**src/hdl/assert_macros.svh**
```systemverilog
// assertion macros shared by the escape decoder rtl
// no dependencies; included by the files that carry assertions
`ifndef ASSERT_MACROS_SVH
`define ASSERT_MACROS_SVH

// same-cycle implication, disabled while in reset
`define JSE_ASSERT_IMP(lbl, ck, rn, ante, cons, msg) \
  lbl: assert property (@(posedge ck) disable iff (!rn) (ante) |-> (cons)) else $error(msg);

// next-cycle implication, disabled while in reset
`define JSE_ASSERT_NXT(lbl, ck, rn, ante, cons, msg) \
  lbl: assert property (@(posedge ck) disable iff (!rn) (ante) |=> (cons)) else $error(msg);

`endif

```
**src/hdl/jse_pkg.sv**
```systemverilog
// types, codes and helper functions of the json string escape decoder
// no dependencies
`default_nettype none

package jse_pkg;

  localparam int CH_W     = 21;
  localparam int UNIT_W   = 16;
  localparam int STATUS_W = 2;

  // status codes
  localparam logic [STATUS_W-1:0] ST_OK     = 2'd0;
  localparam logic [STATUS_W-1:0] ST_LETTER = 2'd1;
  localparam logic [STATUS_W-1:0] ST_HEX    = 2'd2;
  localparam logic [STATUS_W-1:0] ST_NO_U   = 2'd3;

  // characters of interest
  localparam logic [CH_W-1:0] CH_SLASH  = 21'h2F;
  localparam logic [CH_W-1:0] CH_QUOTE  = 21'h22;
  localparam logic [CH_W-1:0] CH_BSLASH = 21'h5C;
  localparam logic [CH_W-1:0] CH_B      = 21'h62;
  localparam logic [CH_W-1:0] CH_F      = 21'h66;
  localparam logic [CH_W-1:0] CH_N      = 21'h6E;
  localparam logic [CH_W-1:0] CH_R      = 21'h72;
  localparam logic [CH_W-1:0] CH_T      = 21'h74;
  localparam logic [CH_W-1:0] CH_U      = 21'h75;

  // surrogate detection
  localparam logic [UNIT_W-1:0] SURR_MASK = 16'hFC00;
  localparam logic [UNIT_W-1:0] SURR_HIGH = 16'hD800;

  typedef struct packed {
    logic [CH_W-1:0]     code_point;
    logic [STATUS_W-1:0] status;
    logic                char_returned;
    logic                has_char;
  } res_t;

  // returns {digit_ok, digit_value}
  function automatic logic [4:0] hex_decode(input logic [CH_W-1:0] c);
    logic [4:0] r;
    r = 5'd0;
    if (c >= 21'h30 && c <= 21'h39) begin
      r = {1'b1, c[3:0]};
    end else if ((c >= 21'h41 && c <= 21'h46) || (c >= 21'h61 && c <= 21'h66)) begin
      r = {1'b1, c[3:0] + 4'd9};
    end
    return r;
  endfunction

endpackage

`default_nettype wire

```
**src/hdl/jse_if.sv**
```systemverilog
// valid/ready channel interfaces for the escape decoder input and result
// depends on jse_pkg
`default_nettype none

interface jse_in_if;
  import jse_pkg::*;
  logic            valid;
  logic            ready;
  logic            start_req;
  logic [CH_W-1:0] ch;

  modport source (output valid, output start_req, output ch, input ready);
  modport sink   (input valid, input start_req, input ch, output ready);
endinterface

interface jse_out_if;
  import jse_pkg::*;
  logic                valid;
  logic                ready;
  logic [CH_W-1:0]     code_point;
  logic [STATUS_W-1:0] status;
  logic                char_returned;
  logic                has_char;

  modport source (output valid, output code_point, output status,
                  output char_returned, output has_char, input ready);
  modport sink   (input valid, input code_point, input status,
                  input char_returned, input has_char, output ready);
endinterface

`default_nettype wire

```
**src/hdl/jse_core.sv**
```systemverilog
// escape state machine: phase, hex digit count and utf-16 units
// depends on jse_pkg and assert_macros.svh
`default_nettype none

module jse_core (
  input  logic                  clk,
  input  logic                  rst_n,
  input  logic                  step_en,
  input  logic                  start_req,
  input  logic [jse_pkg::CH_W-1:0] ch,
  output logic                  res_valid,
  output jse_pkg::res_t         res
);
  import jse_pkg::*;
  `include "assert_macros.svh"

  localparam logic [2:0] PH_IDLE = 3'd0;
  localparam logic [2:0] PH_HEX1 = 3'd1;
  localparam logic [2:0] PH_BSL  = 3'd2;
  localparam logic [2:0] PH_U    = 3'd3;
  localparam logic [2:0] PH_HEX2 = 3'd4;

  logic [2:0]        phase_r, phase_nxt;
  logic [1:0]        digit_cnt_r, digit_cnt_nxt;
  logic [UNIT_W-1:0] high_unit_r, high_unit_nxt;
  logic [UNIT_W-1:0] low_unit_r, low_unit_nxt;
  logic [4:0]        hex;
  logic [UNIT_W-1:0] high_shift, low_shift;

  assign hex        = hex_decode(ch);
  assign high_shift = {high_unit_r[UNIT_W-5:0], hex[3:0]};
  assign low_shift  = {low_unit_r[UNIT_W-5:0], hex[3:0]};

  always_comb begin
    phase_nxt     = phase_r;
    digit_cnt_nxt = digit_cnt_r;
    high_unit_nxt = high_unit_r;
    low_unit_nxt  = low_unit_r;
    res_valid     = 1'b0;
    res           = '0;
    if (start_req) begin
      phase_nxt    = PH_IDLE;
      res_valid    = 1'b1;
      res.has_char = 1'b1;
      res.status   = ST_OK;
      unique case (ch)
        CH_SLASH:  res.code_point = CH_SLASH;
        CH_QUOTE:  res.code_point = CH_QUOTE;
        CH_BSLASH: res.code_point = CH_BSLASH;
        CH_B:      res.code_point = 21'h08;
        CH_F:      res.code_point = 21'h0C;
        CH_N:      res.code_point = 21'h0A;
        CH_R:      res.code_point = 21'h0D;
        CH_T:      res.code_point = 21'h09;
        CH_U: begin
          phase_nxt     = PH_HEX1;
          digit_cnt_nxt = 2'd0;
          high_unit_nxt = '0;
          res_valid     = 1'b0;
          res           = '0;
        end
        default: begin
          res.has_char = 1'b0;
          res.status   = ST_LETTER;
        end
      endcase
    end else begin
      unique case (phase_r)
        PH_HEX1, PH_HEX2: begin
          if (!hex[4]) begin
            phase_nxt     = PH_IDLE;
            digit_cnt_nxt = 2'd0;
            res_valid     = 1'b1;
            res.status    = ST_HEX;
          end else begin
            if (phase_r == PH_HEX1) begin
              high_unit_nxt = high_shift;
            end else begin
              low_unit_nxt = low_shift;
            end
            if (digit_cnt_r != 2'd3) begin
              digit_cnt_nxt = digit_cnt_r + 2'd1;
            end else begin
              digit_cnt_nxt = 2'd0;
              phase_nxt     = PH_IDLE;
              if (phase_r == PH_HEX1) begin
                if ((high_shift & SURR_MASK) == SURR_HIGH) begin
                  phase_nxt = PH_BSL;
                end else begin
                  res_valid      = 1'b1;
                  res.code_point = {5'd0, high_shift};
                  res.has_char   = 1'b1;
                end
              end else begin
                // join the surrogate pair into one code point
                res_valid      = 1'b1;
                res.code_point = {({1'b0, high_unit_r[9:6]} + 5'd1), high_unit_r[5:0],
                                  low_shift[9:0]};
                res.has_char   = 1'b1;
              end
            end
          end
        end
        PH_BSL, PH_U: begin
          if ((phase_r == PH_BSL && ch == CH_BSLASH)) begin
            phase_nxt = PH_U;
          end else if (phase_r == PH_U && ch == CH_U) begin
            phase_nxt     = PH_HEX2;
            digit_cnt_nxt = 2'd0;
            low_unit_nxt  = '0;
          end else begin
            // lone high surrogate, character goes back
            phase_nxt         = PH_IDLE;
            res_valid         = 1'b1;
            res.code_point    = {5'd0, high_unit_r};
            res.status        = ST_NO_U;
            res.char_returned = 1'b1;
            res.has_char      = 1'b1;
          end
        end
        default: phase_nxt = PH_IDLE;
      endcase
    end
  end

  always_ff @(posedge clk) begin
    if (!rst_n) begin
      phase_r     <= PH_IDLE;
      digit_cnt_r <= 2'd0;
      high_unit_r <= '0;
      low_unit_r  <= '0;
    end else if (step_en) begin
      phase_r     <= phase_nxt;
      digit_cnt_r <= digit_cnt_nxt;
      high_unit_r <= high_unit_nxt;
      low_unit_r  <= low_unit_nxt;
    end
  end

  `JSE_ASSERT_IMP(a_pair_holds_high, clk, rst_n,
    phase_r == PH_BSL || phase_r == PH_U || phase_r == PH_HEX2,
    (high_unit_r & SURR_MASK) == SURR_HIGH, "pair phase without a high surrogate")
  `JSE_ASSERT_IMP(a_cnt_clear_in_pair, clk, rst_n,
    phase_r == PH_BSL || phase_r == PH_U, digit_cnt_r == 2'd0,
    "digit count left over while waiting for backslash or u")
  `JSE_ASSERT_NXT(a_idle_hold, clk, rst_n, !step_en,
    $stable(phase_r) && $stable(high_unit_r), "state moved without a step")

endmodule

`default_nettype wire

```
**src/hdl/json_string_escape_decoder.sv**
```systemverilog
// json string escape decoder: ordinary characters after a backslash in, code points out
// simple, \uXXXX and surrogate pair escapes
// this file holds the top level; depends on jse_pkg, jse_if, jse_core, assert_macros.svh
//
// usage
//   in_chan  : one character per transaction; start_req marks the escape letter
//              right after the opening backslash
//   out_chan : zero or one result per input transaction (code_point, status,
//              char_returned, has_char)
//   path     : an input transaction is held in the input register, and its result
//              is then loaded into the result register, from which it is taken
//   rate     : one transaction per cycle while out_chan is not held; the escape state is
//              updated between the input register and the result register
//   reset    : synchronous active-low rst_n empties both registers and puts the
//              escape state back to idle with all units zero
//   stall    : while out_chan is held, a finished result waits in the result
//              register and one more character is held in the input register;
//              in_chan.ready drops only when both are full and out_chan.ready is low
`default_nettype none

module json_string_escape_decoder (
  input  logic      clk,
  input  logic      rst_n,
  jse_in_if.sink    in_chan,
  jse_out_if.source out_chan
);
  import jse_pkg::*;
  `include "assert_macros.svh"

  // input register
  logic            in_valid_r, in_valid_nxt;
  logic            in_start_r;
  logic [CH_W-1:0] in_ch_r;

  // result register
  logic out_valid_r, out_valid_nxt;
  res_t out_res_r;

  logic in_take;     // input transaction accepted this cycle
  logic adv;         // held character steps the state machine this cycle
  logic core_valid;  // step produces a result
  res_t core_res;

  // the held character moves once the result register is free or being drained
  assign adv     = in_valid_r && (!out_valid_r || out_chan.ready);
  assign in_take = in_chan.valid && in_chan.ready;

  assign in_chan.ready = !in_valid_r || adv;

  always_comb begin
    in_valid_nxt = in_valid_r;
    if (in_take) begin
      in_valid_nxt = 1'b1;
    end else if (adv) begin
      in_valid_nxt = 1'b0;
    end
  end

  always_comb begin
    out_valid_nxt = out_valid_r;
    if (adv) begin
      out_valid_nxt = core_valid;
    end else if (out_chan.ready) begin
      out_valid_nxt = 1'b0;
    end
  end

  always_ff @(posedge clk) begin
    if (!rst_n) begin
      in_valid_r  <= 1'b0;
      out_valid_r <= 1'b0;
    end else begin
      in_valid_r  <= in_valid_nxt;
      out_valid_r <= out_valid_nxt;
    end
  end

  // payload registers, no reset
  always_ff @(posedge clk) begin
    if (in_take) begin
      in_start_r <= in_chan.start_req;
      in_ch_r    <= in_chan.ch;
    end
    if (adv && core_valid) begin
      out_res_r <= core_res;
    end
  end

  jse_core u_core (
    .clk       (clk),
    .rst_n     (rst_n),
    .step_en   (adv),
    .start_req (in_start_r),
    .ch        (in_ch_r),
    .res_valid (core_valid),
    .res       (core_res)
  );

  assign out_chan.valid         = out_valid_r;
  assign out_chan.code_point    = out_res_r.code_point;
  assign out_chan.status        = out_res_r.status;
  assign out_chan.char_returned = out_res_r.char_returned;
  assign out_chan.has_char      = out_res_r.has_char;

  `JSE_ASSERT_IMP(a_ret_is_no_u, clk, rst_n, out_valid_r && out_res_r.char_returned,
    out_res_r.status == ST_NO_U && out_res_r.has_char,
    "returned char without missing u status")
  `JSE_ASSERT_IMP(a_empty_is_zero, clk, rst_n, out_valid_r && !out_res_r.has_char,
    out_res_r.code_point == '0, "code point set without a char")
  `JSE_ASSERT_NXT(a_hold_input, clk, rst_n, in_valid_r && !adv,
    in_valid_r && $stable(in_ch_r), "held character lost")

endmodule

`default_nettype wire
```
**src/flat_wrapper.sv**
```systemverilog
// flat-port wrapper written by rule: the top's interface ports become plain ports
module json_string_escape_decoder_flat import jse_pkg::*;
  (clk, rst_n, in_chan_valid, in_chan_start_req, in_chan_ch, in_chan_ready, out_chan_valid, out_chan_code_point, out_chan_status, out_chan_char_returned, out_chan_has_char, out_chan_ready);
  jse_in_if in_chan_i ();
  jse_out_if out_chan_i ();
  input  logic clk;
  input  logic rst_n;
  input wire logic [$bits(in_chan_i.valid)-1:0] in_chan_valid;
  input wire logic [$bits(in_chan_i.start_req)-1:0] in_chan_start_req;
  input wire logic [$bits(in_chan_i.ch)-1:0] in_chan_ch;
  output wire logic [$bits(in_chan_i.ready)-1:0] in_chan_ready;
  output wire logic [$bits(out_chan_i.valid)-1:0] out_chan_valid;
  output wire logic [$bits(out_chan_i.code_point)-1:0] out_chan_code_point;
  output wire logic [$bits(out_chan_i.status)-1:0] out_chan_status;
  output wire logic [$bits(out_chan_i.char_returned)-1:0] out_chan_char_returned;
  output wire logic [$bits(out_chan_i.has_char)-1:0] out_chan_has_char;
  input wire logic [$bits(out_chan_i.ready)-1:0] out_chan_ready;
  assign in_chan_i.valid = in_chan_valid;
  assign in_chan_i.start_req = in_chan_start_req;
  assign in_chan_i.ch = in_chan_ch;
  assign in_chan_ready = in_chan_i.ready;
  assign out_chan_valid = out_chan_i.valid;
  assign out_chan_code_point = out_chan_i.code_point;
  assign out_chan_status = out_chan_i.status;
  assign out_chan_char_returned = out_chan_i.char_returned;
  assign out_chan_has_char = out_chan_i.has_char;
  assign out_chan_i.ready = out_chan_ready;
  json_string_escape_decoder u_core (.clk(clk), .rst_n(rst_n), .in_chan(in_chan_i), .out_chan(out_chan_i));
endmodule
```
**config.mk**
```make
export PLATFORM = sky130hd
export DESIGN_NAME = json_string_escape_decoder_flat
export DESIGN_NICKNAME = d
export VERILOG_FILES = /design/src/hdl/jse_pkg.sv /design/src/hdl/jse_if.sv /design/src/hdl/jse_core.sv /design/src/hdl/json_string_escape_decoder.sv /design/src/flat_wrapper.sv
export VERILOG_INCLUDE_DIRS = /design/src /design/src/hdl
export SDC_FILE = /design/constraint.sdc
export NUM_CORES = 1
export LEC_CHECK = 0
export BUFFER_PORTS_ARGS = -buffer_cell sky130_fd_sc_hd__buf_2
export CAP_MARGIN = 20
export CORE_ASPECT_RATIO = 0.5
export CORE_MARGIN = 1
export CORE_UTILIZATION = 51
export CTS_CLUSTER_SIZE = 20
export DETAILED_ROUTE_END_ITERATION = 10
export GPL_TIMING_DRIVEN = 0
export HOLD_SLACK_MARGIN = 0.1
export PLACE_DENSITY = 0.75
export SLEW_MARGIN = 20
export SYNTH_ARGS = -nofsm -noshare
export SYNTH_HDL_FRONTEND = slang
export SYNTH_SLANG_ARGS = --single-unit
```
**constraint.sdc**
```tcl
create_clock -name clk -period 2.77 [get_ports clk]
set_input_delay 0.1385 -clock clk [delete_from_list [all_inputs] [get_ports clk]]
set_output_delay 0.1385 -clock clk [all_outputs]
set_load 0.02 [all_outputs]
```
-- After elaboration in Yosys (flattened, before gate mapping)
Index checks and enable logic that the tools add are counted.
- register bits: 76
- bits in latches: 0
- bits in writable memories: 0
- ROM bits: 0
- output and inout port bits: 27
- logic and storage cells: 131
- memories: 0
- add/sub/neg operators: 3
- multiply operators: 0
- div/mod/pow operators: 0
- magnitude comparators: 6
- equal/unequal tests: 23
- shifts and indexed selects: 0
- mux-type cells: 56
- bitwise operators: 2
- reduce and logical (&&, ||, !) cells: 29
- operators with widths (kind ; count):
    == test 21 x 7 -> 1 bit, second input constant ; 7
    2-to-1 mux 16 bit ; 6
    2-to-1 mux 21 bit ; 3
    case mux 7 bit (8 select lines) ; 1
    case mux 23 bit (2 select lines) ; 1
    == test 21 x 6 -> 1 bit, second input constant ; 2
    >= comparator 21 x 7 -> 1 bit, second input constant ; 2
    less-or-equal comparator 21 x 7 -> 1 bit, second input constant ; 2
    2-to-1 mux 20 bit ; 2
    2-to-1 mux 25 bit ; 1
    2-to-1 mux 6 bit ; 4
    >= comparator 21 x 6 -> 1 bit, second input constant ; 1
    less-or-equal comparator 21 x 6 -> 1 bit, second input constant ; 1
    2-to-1 mux 2 bit ; 9
    2-to-1 mux 1 bit ; 17
    2-to-1 mux 3 bit ; 5
    != test 2 bit, second input constant ; 6
    case mux 6 bit (2 select lines) ; 1
    nonzero test 2 bit ; 6
    2-to-1 mux 5 bit ; 2
    AND reduction 5 bit ; 2
    OR reduction 9 bit ; 1
    logical AND 1 bit ; 8
    OR reduction 8 bit ; 1
    other kinds (20) ; 28

-- Depth between registers and ports, before layout
- depth after elaboration: 11
- depth in mapped cells: 10

-- Modules after synthesis
A second synthesis with hierarchy kept.
- cell total of the unflattened synthesis: 409
- area, all modules: 4086.4 um^2
- by module, submodules not included (module ; times used ; cells each ; area each (um^2) ; seq. area each (um^2)):
    jse_core ; 1 ; 349 ; 2562.5 ; 540.5
    json_string_escape_decoder ; 1 ; 60 ; 1524.0 ; 1451.4

-- Worst setup path before layout
No wires, ideal clock.
- path type: register to register
- start: register u_core.in_ch_r[1]
- end: register u_core.out_res_r (netlist bit u_core.out_chan.char_returned) (enable)
- library setup time: 0.384 ns
- arrival time: 2.511 ns
- required time: 2.386 ns
- slack: -0.125 ns
- cell stages (with the launch flop): 9
- buffers on the path: 0
- path through: edfxtp_1 inv_1 ha_1 nor2b_1 o311ai_1 a31o_4 a21oi_1 nand2_1 and3b_1
- longest elaborated chain between the ends: 9
- elaborated cells between the ends (all ways): 23
- those cells by class: order compare (6); eq/ne (2); mux (8); reduce/logical (7)
- ends and longest elaborated chain (what ; RTL line ; source):
    start, declared ; json_string_escape_decoder.sv:33 ; logic [CH_W-1:0] in_ch_r;
    start signal, assigned ; json_string_escape_decoder.sv:82 ; in_ch_r <= in_chan.ch;
    >= comparator 21 x 7 -> 1 bit / less-or-equal comparator 21 x 7 -> 1 bit (equally long branches) ; jse_pkg.sv:45 ; end else if ((c >= 21'h41 && c <= 21'h46) || (c >= 21'h61 && c <= 21'h66)) begin
    logical AND 1 bit ; jse_pkg.sv:45 ;
    logical OR 1 bit ; jse_pkg.sv:45 ;
    2-to-1 mux 5 bit ; jse_pkg.sv:45 ;
    2-to-1 mux 5 bit ; jse_pkg.sv:43 ; if (c >= 21'h30 && c <= 21'h39) begin
    2-to-1 mux 1 bit ; jse_core.sv:70 ; if (!hex[4]) begin
    case mux 1 bit (2 select lines) ; jse_core.sv:68 ; unique case (phase_r)
    2-to-1 mux 1 bit * ; jse_core.sv:41 ; if (start_req) begin
    logical AND 1 bit * ; json_string_escape_decoder.sv:84 ; if (adv && core_valid) begin
    end signal, assigned ; json_string_escape_decoder.sv:85 ; out_res_r <= core_res;
    end, declared ; json_string_escape_decoder.sv:37 ; res_t out_res_r;
Mark *: on every way between the ends. The rest lies on a longest branch, timed or not.
A chain may end at the register's enable or synchronous reset.

-- Worst setup path in the final report
- start: register u_core.in_ch_r[4]
- end: register u_core.out_res_r (netlist bit u_core.out_chan.code_point[8]), data pin
- longest elaborated chain between the ends: 8
- elaborated cells between the ends (all ways): 21
- those cells by class: order compare (6); eq/ne (2); mux (7); reduce/logical (6)
- ends and longest elaborated chain (what ; RTL line):
    >= comparator 21 x 7 -> 1 bit / less-or-equal comparator 21 x 7 -> 1 bit (equally long branches) ; jse_pkg.sv:45
    logical AND 1 bit ; jse_pkg.sv:45
    logical OR 1 bit ; jse_pkg.sv:45
    2-to-1 mux 5 bit ; jse_pkg.sv:45
    2-to-1 mux 5 bit ; jse_pkg.sv:43
    2-to-1 mux 21 bit ; jse_core.sv:70
    case mux 23 bit (2 select lines) * ; jse_core.sv:68
    2-to-1 mux 25 bit * ; jse_core.sv:41
Marks and branches as above.

==> impl_metrics.env <==
export IMPL_overflow=0
export IMPL_cp_slowest_cell="or4b_4"
export IMPL_ys_flop_type="edfxtp_1"
export IMPL_antenna_cells=0
export IMPL_rr_endpoint="u_core.out_chan.code_point[8]"
export IMPL_seq_area_frac_synth=0.5364
export IMPL_period_minus_slack_ns=2.743
export IMPL_rrSetupSlack_ns=0.03
export IMPL_track_usage=0.2524
export IMPL_async_flop_share=0
export IMPL_ir_drop_mv=0.3727
export IMPL_grt_start_max_net_pins=23
export IMPL_grt_pass1_vias=2891
export IMPL_clk_pin_slew_worst_paths_ns=0.06
export IMPL_crit_chain="or4b_1 -> a211o_1 -> a31o_4 -> or4b_4 -> clkbuf_16 -> o21ai_2"
export IMPL_synth_seq_cells=76
export IMPL_slew_viol_final=0
export IMPL_dpl_hpwl_um=5953
export IMPL_cp_start_kind="flip-flop"
export IMPL_critical_path_class="flip-flop to flip-flop"
export IMPL_first_iter_violations=328
export IMPL_crit_arrival_ns=2.94
export IMPL_placed_cell_area_mm2=0.004085
export IMPL_cp_required_ns=2.96
export IMPL_grt_pass1_wl_um=14520
export IMPL_port_buffers=51
export IMPL_initial_core_util=0.5415
export IMPL_crit_buf_inv=1
export IMPL_fin_skew_ns=0.003649
export IMPL_syn_avg_cell_area_um2=10.64
export IMPL_dieArea_mm2=0.007648
export IMPL_drc=0
export IMPL_power_density_mw_per_mm2=562.4
export IMPL_synth_cell_types=58
export IMPL_outcome="complete, no violations"
export IMPL_hold_path_class="input port to flip-flop"
export IMPL_relSlewSlack=0.3904
export IMPL_setup_viol=0
export IMPL_crit_fanout=8
export IMPL_drtPass1Iterations=7
export IMPL_antenna_found_initial=0
export IMPL_final_util=0.7013
export IMPL_rsz0062_at_grt="true"
export IMPL_syn_to_final_growth_pct=29.51
export IMPL_synthesis_instances=349
export IMPL_pin_count=53
export IMPL_whs_endpoint="u_core.in_valid_r"
export IMPL_holdCritStartpoint="out_chan_ready"
export IMPL_num_fill_cells=510
export IMPL_insertion_delay_ns=0.34
export IMPL_die_h_um=62.34
export IMPL_p_leak_uw=0.001723
export IMPL_clk_path_buf_depth=2
export IMPL_wire_per_inst_um=17.12
export IMPL_synth_edf_count=47
export IMPL_crit_family="simple AND/OR/NAND/NOR gates"
export IMPL_fmax_mhz=364.5
export IMPL_stdcell_area_mm2=0.004810
export IMPL_viasPerCell=5.924
export IMPL_synth_warning_count=0
export IMPL_gp_congestion=0.9257
export IMPL_antenna_left=0
export IMPL_mostFrequentLayoutCells="buf_2 (52), edfxtp_1 (47), nand2_1 (37)"
export IMPL_num_vias=3199
export IMPL_syn_cell_area_mm2=0.003714
export IMPL_slowest_delay_ns=0.61
export IMPL_numCtsBuffers=9
export IMPL_rows=21
export IMPL_fp_coreArea_mm2=0.006858
export IMPL_final_common_cell="buf_2"
export IMPL_min_path_cells=4
export IMPL_cts_tree="done"
export IMPL_tns_ns=0
export IMPL_drv_cap=0
export IMPL_end_kind="flip-flop"
export IMPL_nNetsFinal=476
export IMPL_htreeDepth=3
export IMPL_timing_final_crit_share=0.9903
export IMPL_finalWorstSetupSlack_ns=0.02674
export IMPL_wl_um=9247
export IMPL_pre_cts_ws_ns=-0.3590
export IMPL_drive_above_1_share=0.2478
export IMPL_hold_viol=0
export IMPL_worst_pin_slew_ns=0.9144
export IMPL_cts_root_buf="clkbuf_16"
export IMPL_r2r_start="u_core.in_ch_r[4]"
export IMPL_clock_sinks=76
export IMPL_reg2regPathDepth=6
export IMPL_fp_dieW_um=122.7
export IMPL_syn_num_nets=382
worst max-delay path by stage:
| stage | from | endpoint | slack (ns) | cells past startpoint |
|---|---|---|---|---|
| detailed placement | u_core.in_ch_r[1] | u_core.out_chan.code_point[15] | -0.36 | 8 |
| global placement | u_core.in_ch_r[1] | u_core.out_chan.code_point[11] | -0.31 | 8 |
| CTS | u_core.in_ch_r[3] | u_core.out_chan.code_point[4] | 0.002 | 8 |
| global route | u_core.in_ch_r[3] | u_core.out_chan.code_point[4] | -0.01 | 7 |
| floorplan | u_core.in_ch_r[1] | u_core.out_chan.char_returned | 0.13 | 8 |
| finish | u_core.in_ch_r[4] | u_core.out_chan.code_point[8] | 0.03 | 6 |
per-stage QoR:
step                hold WS [ns]  total power (uW)  instances
floorplan                 0.2374              1384        349
global placement          0.3149              1438        492
detailed placement        0.3166              1444        492
CTS                       0.1770              2696        534
global route              0.2053              2789        540
finish                    0.1822              2705        540
synth_stat cells, types with 9 or more instances:
| cell | number | share of area |
|---|---|---|
| mux2i_1 | 13 | 0.035 |
| inv_1 | 9 | 0.0091 |
| a22o_1 | 13 | 0.031 |
| nand2_1 | 37 | 0.037 |
| o21ai_2 | 10 | 0.024 |
| nor2_1 | 23 | 0.023 |
| nand2b_1 | 11 | 0.019 |
| edfxtp_1 | 47 | 0.38 |
| a21oi_1 | 15 | 0.020 |
| dfxtp_1 | 29 | 0.16 |
| clkbuf_1 | 12 | 0.012 |
| nand3_1 | 16 | 0.022 |
worst min-delay path: cells and delay by family:
family                 cells  cell delay [ns]
buffers and inverters      1             0.07
AOI/OAI and AO/OA          1             0.15
and+or+nand+nor            2             0.12
sequential cells by signal, indices dropped and copies added, names as in the netlist:
register	count
u_core.out_chan.status	2
u_core.in_valid_r	1
u_core.u_core.high_unit_r	16
u_core.out_chan.char_returned	1
u_core.u_core.digit_cnt_r	2
u_core.out_chan.code_point	21
u_core.in_start_r	1
u_core.in_ch_r	21
u_core.u_core.low_unit_r	6
u_core.out_chan.has_char	1
u_core.u_core.phase_r	3
u_core.out_chan.valid	1
logic make-up (layout without fill, tap and decap cells):
group           after synthesis  in the layout  synth area share
mux                          13             13           0.03504
compound gates               78             78            0.1563
fa+ha+maj                     7              7           0.02358
xor+xnor                      5              5           0.01179
simple gates                143            144            0.2032
buf+inv                      27            125           0.03369
flops                        76             76            0.5364
metal layers:
layer	routed length, um	vias to the layer above	global-route usage
met4	160	0	0.07012
met1	4137	1527	0.3487
met2	4193	158	0.3848
li1	-	1493	-
met3	755	21	0.07445
met5	0	-	0
power breakdown:
part / switching, uW / total, uW / internal (uW)
sequential: 17.6 / 1260 / 1240
clock: 461 / 1240 / 776
combinational: 122 / 210 / 87.9
repair_timing:
action | 4_1_cts | 5_1_grt
pin swaps | 0 | 15
buffers inserted | 2 | 6
hold buffers | 23 | 0
cloned | 1 | 1
endpoints found under the setup margin | 38 | 62
gates resized for setup | 9 | 11
endpoints found under the hold margin | 23 | 0
cell type report:
type	count	area, um2	share of cell area
Timing Repair Buffer	83	570.5	0.1186
Tap cell	92	115.1	0.02393
Buffer	16	86.33	0.01795
Inverter	10	37.54	0.007804
Sequential cell	76	1992	0.4142
Clock buffer	12	266.5	0.05541
Multi-Input combinational cell	247	1689	0.3512
Clock inverter	4	52.55	0.01093
No activity file was read; power rests on OpenSTA's default activity.
